===== src/rtl/core/lpht_pkg.sv =====
// Shared types and constants for the linear probing hash table.
// No dependencies; imported by every module of the block.
package lpht_pkg;

    // Fixed field widths of the item ports
    localparam int DATA_W = 64;
    localparam int SLOT_W = 6;

    // Byte skipped by the home slot sum
    localparam logic [7:0] BLANK_BYTE = 8'h20;

    // Operation codes on the mode field
    localparam logic MODE_INSERT = 1'b0;
    localparam logic MODE_LOOKUP = 1'b1;

    // Result codes on the status field
    typedef enum logic [1:0] {
        ST_STORED    = 2'd0,
        ST_FULL      = 2'd1,
        ST_FOUND     = 2'd2,
        ST_NOT_FOUND = 2'd3
    } t_status;

    // Access request from the sequencer to the slot store
    typedef struct packed {
        logic rd;       // read the slot at the read address
        logic wr;       // write the slot at the write address
        logic wr_used;  // used flag written with the entry
    } t_store_cmd;

endpackage


===== src/rtl/core/lpht_hash.sv =====
// Home slot unit: sums the key bytes one per cycle, skipping zero and blank
// bytes, then reduces the sum modulo (TABLE_SIZE-1) with a reciprocal
// multiply and one compare/subtract, and adds one. Depends on lpht_pkg.
module lpht_hash
    import lpht_pkg::*;
#(
    parameter int TABLE_SIZE = 64,
    parameter int KEY_CHARS  = 8
) (
    input  logic                          i_clk,
    input  logic                          i_rst_n,
    input  logic                          i_start,
    input  logic [8*KEY_CHARS-1:0]        i_key,
    output logic                          o_done,
    output logic [$clog2(TABLE_SIZE)-1:0] o_home
);

    localparam int KEY_W  = 8 * KEY_CHARS;
    localparam int AW     = $clog2(TABLE_SIZE);
    localparam int SUM_W  = $clog2(KEY_CHARS * 255 + 1);
    localparam int CW     = $clog2(KEY_CHARS + 1);
    localparam int RCP_W  = SUM_W + 1;
    localparam int PROD_W = SUM_W + RCP_W;
    localparam int EW     = SUM_W + AW + 1;
    // floor(2^SUM_W / divisor): the quotient estimate is exact or one low
    localparam logic [RCP_W-1:0] RECIP = RCP_W'((2 ** SUM_W) / (TABLE_SIZE - 1));
    localparam logic [EW-1:0]    DIV   = EW'(TABLE_SIZE - 1);

    typedef enum logic [2:0] {
        H_IDLE,
        H_ACC,
        H_MUL,
        H_SUB,
        H_FIX
    } t_hstate;

    t_hstate           r_state;
    logic [KEY_W-1:0]  r_key;
    logic [SUM_W-1:0]  r_sum;
    logic [RCP_W-1:0]  r_quot;
    logic [EW-1:0]     r_diff;
    logic [AW-1:0]     r_rem;
    logic [CW-1:0]     r_cnt;
    logic              r_done;

    logic [7:0]        w_byte;
    logic              w_take;
    logic [PROD_W-1:0] w_prod;
    logic [EW-1:0]     w_diff;
    logic              w_ge;

    // Byte test, quotient estimate, remainder and its correction test
    always_comb begin
        w_byte = r_key[7:0];
        w_take = (w_byte != 8'd0) && (w_byte != BLANK_BYTE);
        w_prod = PROD_W'(r_sum) * PROD_W'(RECIP);
        w_diff = EW'(r_sum) - EW'(r_quot) * DIV;
        w_ge   = (r_diff >= DIV);
    end

    // Sequence the accumulate and reduce steps
    always_ff @(posedge i_clk) begin
        r_done <= 1'b0;
        if (!i_rst_n) begin
            r_state <= H_IDLE;
        end else begin
            unique case (r_state)
                H_IDLE: begin
                    if (i_start) begin
                        r_key   <= i_key;
                        r_sum   <= '0;
                        r_cnt   <= CW'(KEY_CHARS - 1);
                        r_state <= H_ACC;
                    end
                end
                H_ACC: begin
                    if (w_take) begin
                        r_sum <= r_sum + SUM_W'(w_byte);
                    end
                    r_key <= r_key >> 8;
                    if (r_cnt == '0) begin
                        r_state <= H_MUL;
                    end else begin
                        r_cnt <= r_cnt - CW'(1);
                    end
                end
                H_MUL: begin
                    r_quot  <= w_prod[PROD_W-1:SUM_W];
                    r_state <= H_SUB;
                end
                H_SUB: begin
                    r_diff  <= w_diff;
                    r_state <= H_FIX;
                end
                H_FIX: begin
                    // remainder is below twice the divisor, fold it once
                    r_rem   <= w_ge ? AW'(r_diff - DIV) : AW'(r_diff);
                    r_done  <= 1'b1;
                    r_state <= H_IDLE;
                end
                default: begin
                    r_state <= H_IDLE;
                end
            endcase
        end
    end

    assign o_done = r_done;
    assign o_home = r_rem + AW'(1);

endmodule


===== config.mk =====
export PLATFORM = sky130hd
export DESIGN_NAME = lpht_hash
export DESIGN_NICKNAME = d
export VERILOG_FILES = /design/src/rtl/core/lpht_pkg.sv /design/src/rtl/core/lpht_hash.sv
export SDC_FILE = /design/constraint.sdc
export NUM_CORES = 1
export LEC_CHECK = 0
export ABC_CLOCK_PERIOD_IN_PS = 5980
export BUFFER_PORTS_ARGS = -buffer_cell sky130_fd_sc_hd__buf_4
export CAP_MARGIN = 25
export CORE_MARGIN = 2
export CORE_UTILIZATION = 54
export DETAILED_ROUTE_END_ITERATION = 12
export GPL_TIMING_DRIVEN = 0
export PLACE_DENSITY = 0.75
export SKIP_LAST_GASP = 1
export SLEW_MARGIN = 10
export SYNTH_ARGS = -nofsm -noshare
export SYNTH_HDL_FRONTEND = slang
export SYNTH_SLANG_ARGS = --single-unit

===== constraint.sdc =====
create_clock -name i_clk -period 5.98 [get_ports i_clk]
set_clock_uncertainty 0.05 [all_clocks]
set_input_delay 0.598 -clock i_clk [delete_from_list [all_inputs] [get_ports i_clk]]
set_output_delay 0.598 -clock i_clk [all_outputs]
set_load 0.03 [all_outputs]

==> results of run 1 <==
[power by group]
group | leakage [nW] | internal, mW | total [mW] | switching (mW)
combinational | 1.95 | 0.145 | 0.318 | 0.173
sequential | 0.994 | 0.880 | 0.899 | 0.0194
clock | 0.0910 | 0.195 | 0.438 | 0.242
total | 3.04 | 1.22 | 1.66 | 0.435
[synth_stat cells, types with 4 or more instances]
cell type  number  share of area, %
clkbuf_1       16               1.0
nand3_1         6              0.51
a21oi_1        20               1.7
nand2_1       176                11
ha_1           38               8.1
fa_1           15               5.1
and2_1         12               1.3
xor2_1         10               1.5
xnor2_1        25               3.7
inv_1          52               3.3
a21o_1          4              0.51
nor2b_1         5              0.53
nand2b_1        4              0.43
nor2_1         18               1.1
edfxtp_1      102                52
nor3_1          4              0.34
dfxtp_1         4               1.4
and3_1          7              0.74
[final cells by class]
type	count	area [um^2]	share of cell area [%]
timing repair buffer	75	575.6	8.436
sequential	106	3143	46.07
inverter	52	195.2	2.861
tap	140	175.2	2.567
clock buffer	12	135.1	1.981
clock inverter	4	51.30	0.7519
buffer	16	60.06	0.8802
multi-input combinational	383	2487	36.46
[critical path, stage by stage, from the launching register on]
cell and delay (ns):
edfxtp_1 0.48, inv_1 0.12, fa_1 0.57, inv_1 0.09
fa_1 0.51, fa_1 0.54, inv_1 0.04, ha_1 0.36
and3_1 0.17, a221o_1 0.33, or2_2 0.30, a31oi_1 0.22
xnor2_1 0.09
[state kept, by name (all words and copies together) (netlist names)]
name	count
r_rem	6
r_sum	11
r_key	64
r_state	3
r_quot	5
r_diff	12
r_cnt	4
o_done	1
[path summary, 6_finish.rpt]
check	cells after the start	slack [ns]	endpoint
setup / recovery	12	1.87	r_diff[10]$_DFFE_PP_
hold / removal	3	0.44	r_key[52]$_DFFE_PP_
setup reg to reg	12	1.87	r_diff[10]$_DFFE_PP_
hold reg to reg	0	0.47	r_quot[0]$_DFFE_PP_
[routing by layer]
metal | share of wire, % | GRT usage, % | vias up
met5 | 0 | 0 | -
met4 | 1.5 | 7.418 | 0
met3 | 4.2 | 3.014 | 13
met2 | 51 | 35.63 | 85
met1 | 43 | 24.89 | 1880
li1 | - | - | 2026
[kinds of logic (layout without fill, tap and decap cells)]
| logic type | Yosys count | count (layout) | synth area share, % |
|---|---|---|---|
| AO/OA/AOI/OAI | 43 | 43 | 4.932 |
| AND/OR/NAND/NOR | 250 | 250 | 18.49 |
| flip-flops | 106 | 106 | 53.40 |
| adder cells (fa/ha/maj) | 53 | 53 | 13.18 |
| multiplexers | 2 | 2 | 0.4463 |
| XOR/XNOR | 35 | 35 | 5.208 |
| buffers and inverters | 68 | 159 | 4.337 |
[through the flow]
step | area (um^2) | worst slack [ns] | utilization (%) | total power [mW] | hold WS [ns]
floorplan | 5886 | 2.141 | - | 1.137 | 0.4043
global placement | 6609 | 1.933 | 61.50 | 1.220 | 0.4390
detailed placement | 6629 | 1.843 | 61.69 | 1.236 | 0.4410
CTS | 6815 | 1.833 | 63.43 | 1.663 | 0.4200
global route | 6823 | 1.681 | 63.50 | 1.736 | 0.4340
finish | 6823 | 1.871 | 63.50 | 1.655 | 0.4366
==> out/qor.yml, run 1 <==
status:
  status: "finished, final reports clean"
yosys:
  ys.warnings.count: 0
  synth_cell_types: 46
  seq_area_frac_synth_pct: 53.40
  syn_avg_cell_area_um2: 10.57
  syn_nets: 677
  ys_ff_latch: 106
  synthArstFlopShare_pct: 0
  synth_area_mm2: 0.005886
  synth_edf_count: 102
  ys.flop_type: "edfxtp_1"
  netlist_instances: 557
cells_and_area:
  layout_commonest_cell: "nand2_1"
  final_cell_mix: "176 x nand2_1, 102 x edfxtp_1, 74 x buf_4"
  drive_above_1_share_pct: 15.12
  nFillCells: 860
  stdcell_count: 788
  area_delta_synth_final_pct: 15.92
  antenna_cells: 0
  layout.nets: 763
global_routing:
  grt_pass1_vias: 3961
  grt_use_total_pct: 20.11
  grt-ovfl-total: 0
  grt_max_degree: 39
  grt_pass1_wl_um: 18100
  antenna_found_initial: 0
sta:
  setup_viol: 0
  period_share_pct: 68.71
  setup-tns-final_ns: 0
  grt_setup_unrepaired: "false"
  fmax_mhz: 243.4
  period_minus_slack_ns: 4.109
  drv_slew: 0
  tightestPinTransition_ns: 0.8944
  finalHoldViolations: 0
  relSlewSlack_pct: 40.25
die:
  start_util_pct: 54.77
  die_area_mm2: 0.01175
  io-pin-count: 74
  die_h_um: 108.4
  core_area_mm2: 0.01075
  die_x_um: 108.4
  rows: 38
route:
  ant_nets: 0
  drt_wl_total_um: 10920
  first_iter_violations: 209
  drcViolationCount: 0
  vias: 4004
  wl_per_cell_um: 13.86
  post_drt_via_cell_ratio: 5.081
  drt-pass1-iter-count: 4
clock_network:
  cts-root-buf: "clkbuf_8"
  ctsResizeCount: 0
  numCtsBuffers: 9
  clock_path_buffers: 2
  htree_num_levels: 3
  clock_sinks: 106
  post-cts-setup-buffers: 0
  worstSkewPairLatency_ns: 0.38
  hold_buffers: 0
  cts_tree: "built"
  clkTransAtPathRegs_ns: 0.10
setup_path:
  cp_max_fo: 6
  startpoint_type: "flip-flop"
  worstReg2RegStart: "r_quot[2]$_DFFE_PP_"
  worstPathRequired_ns: 6.06
  crit_type: "reg2reg"
  cp.arrival_ns: 4.19
  cp-end-kind: "flip-flop"
  cp-startpoint: "r_quot[2]$_DFFE_PP_"
hold_path:
  hold_start: "i_key[52]"
  hp-class: "in2reg"
pwr:
  irDropWorstVdd_uv: 123.5
  p_leak_nw: 3.039
  power_density_mw_per_mm2: 242.6
run:
  drv_cap: 0
placement:
  hpwl_um: 8595
  dp_cells: 771
  place.gp.congestion: 0.7975
  port_buffers: 73
Note: power is estimated with default switching activity, not from simulation.
==> run 2, diff against run 1 <==
Settings changed: ABC_CLOCK_PERIOD_IN_PS 5980 to 4100.
Clock period 5.98 ns to 4.1 ns, I/O delays scaled along.
==> run 2 against run 1 <==
Sequential share of layout area shrank 0.28 points; power grew 46%; clock-buffer cell count did not move; die area did not move; global-route usage about the same; wire length rose by 0.50%; core utilization up 0.38 points; critical path type unchanged; highest routed layer unchanged.
==> out/qor.yml, run 2 (same netlist as run 1, synthesis figures left out) <==
status:
  status: "finished, final reports clean"
clock_network:
  cts_tree: "built"
  hold_buffers: 0
  clkTransAtPathRegs_ns: 0.10
  clock_path_buffers: 2
  htree_num_levels: 3
  cts-root-buf: "clkbuf_8"
  worstSkewPairLatency_ns: 0.38
  numCtsBuffers: 9
  clock_sinks: 106
cells_and_area:
  top_register: "r_key"
  antenna_cells: 0
  reg_top3: "r_key (64), r_diff (12), r_sum (11)"
  layout.nets: 767
  area_delta_synth_final_pct: 16.62
  largest_reg_flops: 64
  final_util_pct: 63.88
  layout_commonest_cell: "nand2_1"
  final_cell_mix: "176 x nand2_1, 102 x edfxtp_1, 78 x buf_4"
  stdcell_count: 792
  drive_above_1_share_pct: 16.41
setup_path:
  crit_type: "reg2reg"
  cp_max_fo: 5
  cpMaxStageDelayCell: "fa_1"
  max_stage_delay_ns: 0.54
  ff2ff_path_depth: 13
  worstPathRequired_ns: 4.18
  worstReg2RegStart: "r_quot[2]$_DFFE_PP_"
  cp-end-kind: "flip-flop"
  r2r_slack_ns: 0.16
  startpoint_type: "flip-flop"
  r2r-end: "r_diff[10]$_DFFE_PP_"
  cp.arrival_ns: 4.02
  cp_cell_sequence: "buf_4 > fa_1 > xor2_1 > ha_1 > inv_1 > fa_1 > inv_1 > ha_1 > and3_1 > a221o_1 > or2_2 > a31oi_2 > xnor2_1"
die:
  start_util_pct: 54.77
  core_area_mm2: 0.01075
  die_area_mm2: 0.01175
  die_h_um: 108.4
  die_x_um: 108.4
  rows: 38
  io-pin-count: 74
route:
  vias: 4043
  drt_wl_total_um: 10970
  first_iter_violations: 194
  post_drt_via_cell_ratio: 5.105
  drt-pass1-iter-count: 4
  ant_nets: 0
  drcViolationCount: 0
  wl_per_cell_um: 13.85
pwr:
  power_frac_comb_pct: 19.4
  p_leak_nw: 3.054
  power_density_mw_per_mm2: 352.3
  seq_power_share_pct: 54.2
  internal_power_mw: 1.781
  swShare_pct: 26.33
  irDropWorstVdd_uv: 179.9
  clockPowerShare_pct: 26.4
  p_sw_uw: 636.6
  power_mw: 2.418
sta:
  drv_slew: 0
  tightestPinTransition_ns: 0.8815
  finalHoldViolations: 0
  grt_setup_unrepaired: "false"
  hold_ws_ns: 0.2465
  period_share_pct: 96.16
  relSlewSlack_pct: 41.11
  fmax_mhz: 253.6
  setup-tns-final_ns: 0
  period_minus_slack_ns: 3.943
  setup_viol: 0
global_routing:
  grt_use_total_pct: 20.13
  antenna_found_initial: 0
  grt-ovfl-total: 0
  grt_pass1_vias: 3967
  grt_pass1_wl_um: 18130
  grt_max_degree: 39
hold_path:
  whs_endpoint: "r_key[52]$_DFFE_PP_"
  hp-class: "in2reg"
  min_delay_path_depth: 3
  hold_start: "i_key[52]"
run:
  drv_cap: 0
placement:
  dp_cells: 771
  hpwl_um: 8595
  place.gp.congestion: 0.7975
  port_buffers: 73
## run 2: cell count changes in the layout (fill, tap and decap cells not counted), sizes merged
cell	previous run	this run
buf	75	79
## run 2: repair_timing
| action | in CTS | in global routing |
|---|---|---|
| endpoints found under the setup margin | 1 | 1 |
| pin swaps | 0 | 1 |
| buffers inserted | 1 | 3 |
| resized for setup | 0 | 5 |
## run 2: power groups by stage
stage / clock network (mW) / registers [mW] / logic [mW]
after CTS: 0.646 / 1.31 / 0.468
after floorplan: 0 / 1.33 / 0.330
after global placement: 0 / 1.34 / 0.443
after global routing: 0.684 / 1.32 / 0.536
final: 0.638 / 1.31 / 0.468
after detailed placement: 0 / 1.34 / 0.466
## run 2: area by class of cell
| type | count | area [um^2] |
|---|---|---|
| Inverter | 52 | 195.2 |
| Fill cell | 863 | 3881 |
| Clock inverter | 4 | 51.30 |
| Buffer | 16 | 60.06 |
| Sequential cell | 106 | 3143 |
| Clock buffer | 12 | 135.1 |
| Tap cell | 140 | 175.2 |
| Multi-Input combinational cell | 383 | 2499 |
| Timing Repair Buffer | 79 | 605.6 |
## run 2: metal layers
layer / part of all wire (%) / global-route usage, % / vias to the layer above
met5: 0 / 0 / -
met4: 1.6 / 7.418 / 0
met3: 5.0 / 3.014 / 14
met2: 52 / 35.67 / 102
met1: 42 / 24.93 / 1892
li1: - / - / 2035
## run 2: per-stage QoR
step / setup slack (ns) / cell area, um^2
2_1_floorplan: 0.2611 / 5886
3_3_place_gp: 0.05283 / 6609
3_5_place_dp: -0.03662 / 6629
4_1_cts: 0.006871 / 6823
5_1_grt: 0.01902 / 6864
6_report: 0.1572 / 6864
## run 2: worst max path at each step
| stage | cells past startpoint | from | endpoint |
|---|---|---|---|
| after floorplan | 12 | r_quot[2]$_DFFE_PP_ | r_diff[10]$_DFFE_PP_ |
| after global placement | 12 | r_quot[2]$_DFFE_PP_ | r_diff[10]$_DFFE_PP_ |
| after detailed placement | 12 | r_quot[2]$_DFFE_PP_ | r_diff[10]$_DFFE_PP_ |
| after CTS | 11 | r_quot[3]$_DFFE_PP_ | r_diff[10]$_DFFE_PP_ |
| after global routing | 13 | r_quot[2]$_DFFE_PP_ | r_diff[10]$_DFFE_PP_ |
| final | 13 | r_quot[2]$_DFFE_PP_ | r_diff[10]$_DFFE_PP_ |
## run 2: worst max-delay path: cells and delay by family (launching register included)
kind	cells	cell delay [ns]
AO/OA/AOI/OAI	2	0.51
flip-flops	1	0.41
AND/OR/NAND/NOR	2	0.52
adder cells (fa/ha/maj)	4	1.69
buffers and inverters	3	0.27
XOR/XNOR	2	0.25
==> run 3, diff against run 2 <==
Settings changed: CTS_BUF_LIST set to sky130_fd_sc_hd__clkbuf_4 sky130_fd_sc_hd__clkbuf_8.
==> run 3 against run 2 <==
Clock-buffer cell count unchanged; final cell count did not move; sequential power is essentially flat; highest routed layer unchanged.
==> out/qor.yml, run 3 (same netlist as run 1, synthesis figures left out) <==
cells_and_area:
  final_cell_mix: "176 x nand2_1, 102 x edfxtp_1, 78 x buf_4"
  top_register: "r_key"
  area_delta_synth_final_pct: 16.82
  layout.nets: 767
  final_area_mm2: 0.006875
  stdcell_count: 792
  drive_above_1_share_pct: 16.87
  antenna_cells: 0
  layout_commonest_cell: "nand2_1"
  reg_top3: "r_key (64), r_diff (12), r_sum (11)"
  final_util_pct: 63.98
  largest_reg_flops: 64
pwr:
  power_density_mw_per_mm2: 354.4
  swShare_pct: 26.08
  internal_power_mw: 1.801
  irDropWorstVdd_uv: 184.2
  clockPowerShare_pct: 26.9
  power_frac_comb_pct: 19.2
  power_mw: 2.437
  p_leak_nw: 3.064
  seq_power_share_pct: 53.8
  p_sw_uw: 635.6
die:
  rows: 38
  die_x_um: 108.4
  start_util_pct: 54.77
  core_area_mm2: 0.01075
  die_area_mm2: 0.01175
  die_h_um: 108.4
  io-pin-count: 74
sta:
  fmax_mhz: 253.6
  setup-tns-final_ns: 0
  relSlewSlack_pct: 41.48
  setup_viol: 0
  drv_slew: 0
  period_share_pct: 96.19
  tightestPinTransition_ns: 0.8759
  finalHoldViolations: 0
  period_minus_slack_ns: 3.944
  grt_setup_unrepaired: "false"
global_routing:
  grt_use_met3_pct: 3.014
  grt_pass1_wl_um: 18120
  antenna_found_initial: 0
  grt_pass1_vias: 3970
  use_met1_pct: 24.94
  busiest_layer: "met2"
  grt-ovfl-total: 0
  grt_use_total_pct: 20.12
  grt_max_degree: 39
  met2_usage_pct: 35.63
route:
  post_drt_via_cell_ratio: 5.088
  vias: 4030
  ant_nets: 0
  first_iter_violations: 169
  drt_wl_total_um: 11030
  drt-pass1-iter-count: 4
  drcViolationCount: 0
  wl_per_cell_um: 13.92
status:
  status: "finished, final reports clean"
setup_path:
  startpoint_type: "flip-flop"
  cpMaxStageDelayCell: "fa_1"
  max_stage_delay_ns: 0.54
  cp_max_fo: 5
  cp_cell_sequence: "buf_4 > fa_1 > xor2_1 > ha_1 > inv_1 > fa_1 > inv_1 > ha_1 > and3_1 > a221o_1 > or2_2 > a31oi_2 > xnor2_1"
  worstPathRequired_ns: 4.18
  cp.arrival_ns: 4.02
  crit_type: "reg2reg"
  cp-end-kind: "flip-flop"
clock_network:
  clkTransAtPathRegs_ns: 0.10
  worstSkewPairLatency_ns: 0.37
  clock_sinks: 106
  cts-root-buf: "clkbuf_8"
  htree_num_levels: 3
  cts_tree: "built"
  clock_path_buffers: 2
  numCtsBuffers: 9
hold_path:
  hp-class: "in2reg"
placement:
  dp_cells: 771
  place_area_mm2: 0.006629
  hpwl_um: 8595
  place.gp.congestion: 0.7975
  port_buffers: 73
run:
  drv_cap: 0
run 3: changes by cell type in the layout (fill, tap and decap cells not counted):
cell      change
clkbuf_1      -3
clkbuf_4      +3
run 3: worst max-delay path: cells and delay by family, from the launching register on:
family	cells	cell delay, ns
buffers and inverters	3	0.27
adders and majority gates	4	1.69
DFF	1	0.41
AOI/OAI and AO/OA	2	0.51
and+or+nand+nor	2	0.52
xor gates and xnor gates	2	0.25
run 3: routing by layer:
metal	share of wire, %	wire length [um]
met4	1.5	166
met3	3.8	415
met2	52	5730
met5	0	0
met1	43	4715
run 3: worst paths after layout:
path | start | end | slack [ns] | cells after the start
min reg2reg | r_sum[6]$_SDFFCE_PN0P_ | r_quot[0]$_DFFE_PP_ | 0.46 | 0
max reg2reg | r_quot[2]$_DFFE_PP_ | r_diff[10]$_DFFE_PP_ | 0.16 | 13
max | r_quot[2]$_DFFE_PP_ | r_diff[10]$_DFFE_PP_ | 0.16 | 13
min | i_key[52] | r_key[52]$_DFFE_PP_ | 0.25 | 3
run 3: power by group through the flow:
stage / Combinational, mW / Clock (mW) / Sequential, mW
final: 0.469 / 0.656 / 1.31
after global routing: 0.536 / 0.703 / 1.32
after CTS: 0.468 / 0.666 / 1.31
after detailed placement: 0.466 / 0 / 1.34
after global placement: 0.443 / 0 / 1.34
after floorplan: 0.330 / 0 / 1.33
run 3: final cells by class:
| type | count | area (um^2) |
|---|---|---|
| fillers | 864 | 3870 |
| repair buffers | 79 | 605.6 |
| clock inverters | 4 | 51.30 |
| clock buffers | 12 | 146.4 |
| well taps | 140 | 175.2 |
| inverters | 52 | 195.2 |
| plain buffers | 16 | 60.06 |
| multi-input cells | 383 | 2499 |
| flip-flops and latches | 106 | 3143 |
run 3: through the flow:
stage / hold slack, ns / worst slack (ns)
floorplan: 0.4043 / 0.2611
global placement: 0.4390 / 0.05283
detailed placement: 0.4410 / -0.03662
CTS: 0.2321 / 0.006871
global route: 0.2460 / 0.01902
finish: 0.2477 / 0.1561
run 3: repair_timing:
action	in CTS	in global routing
hold buffers	0	0
setup buffers	1	3
gates resized for setup	0	5
setup endpoints to repair	1	1
pin swaps	0	1
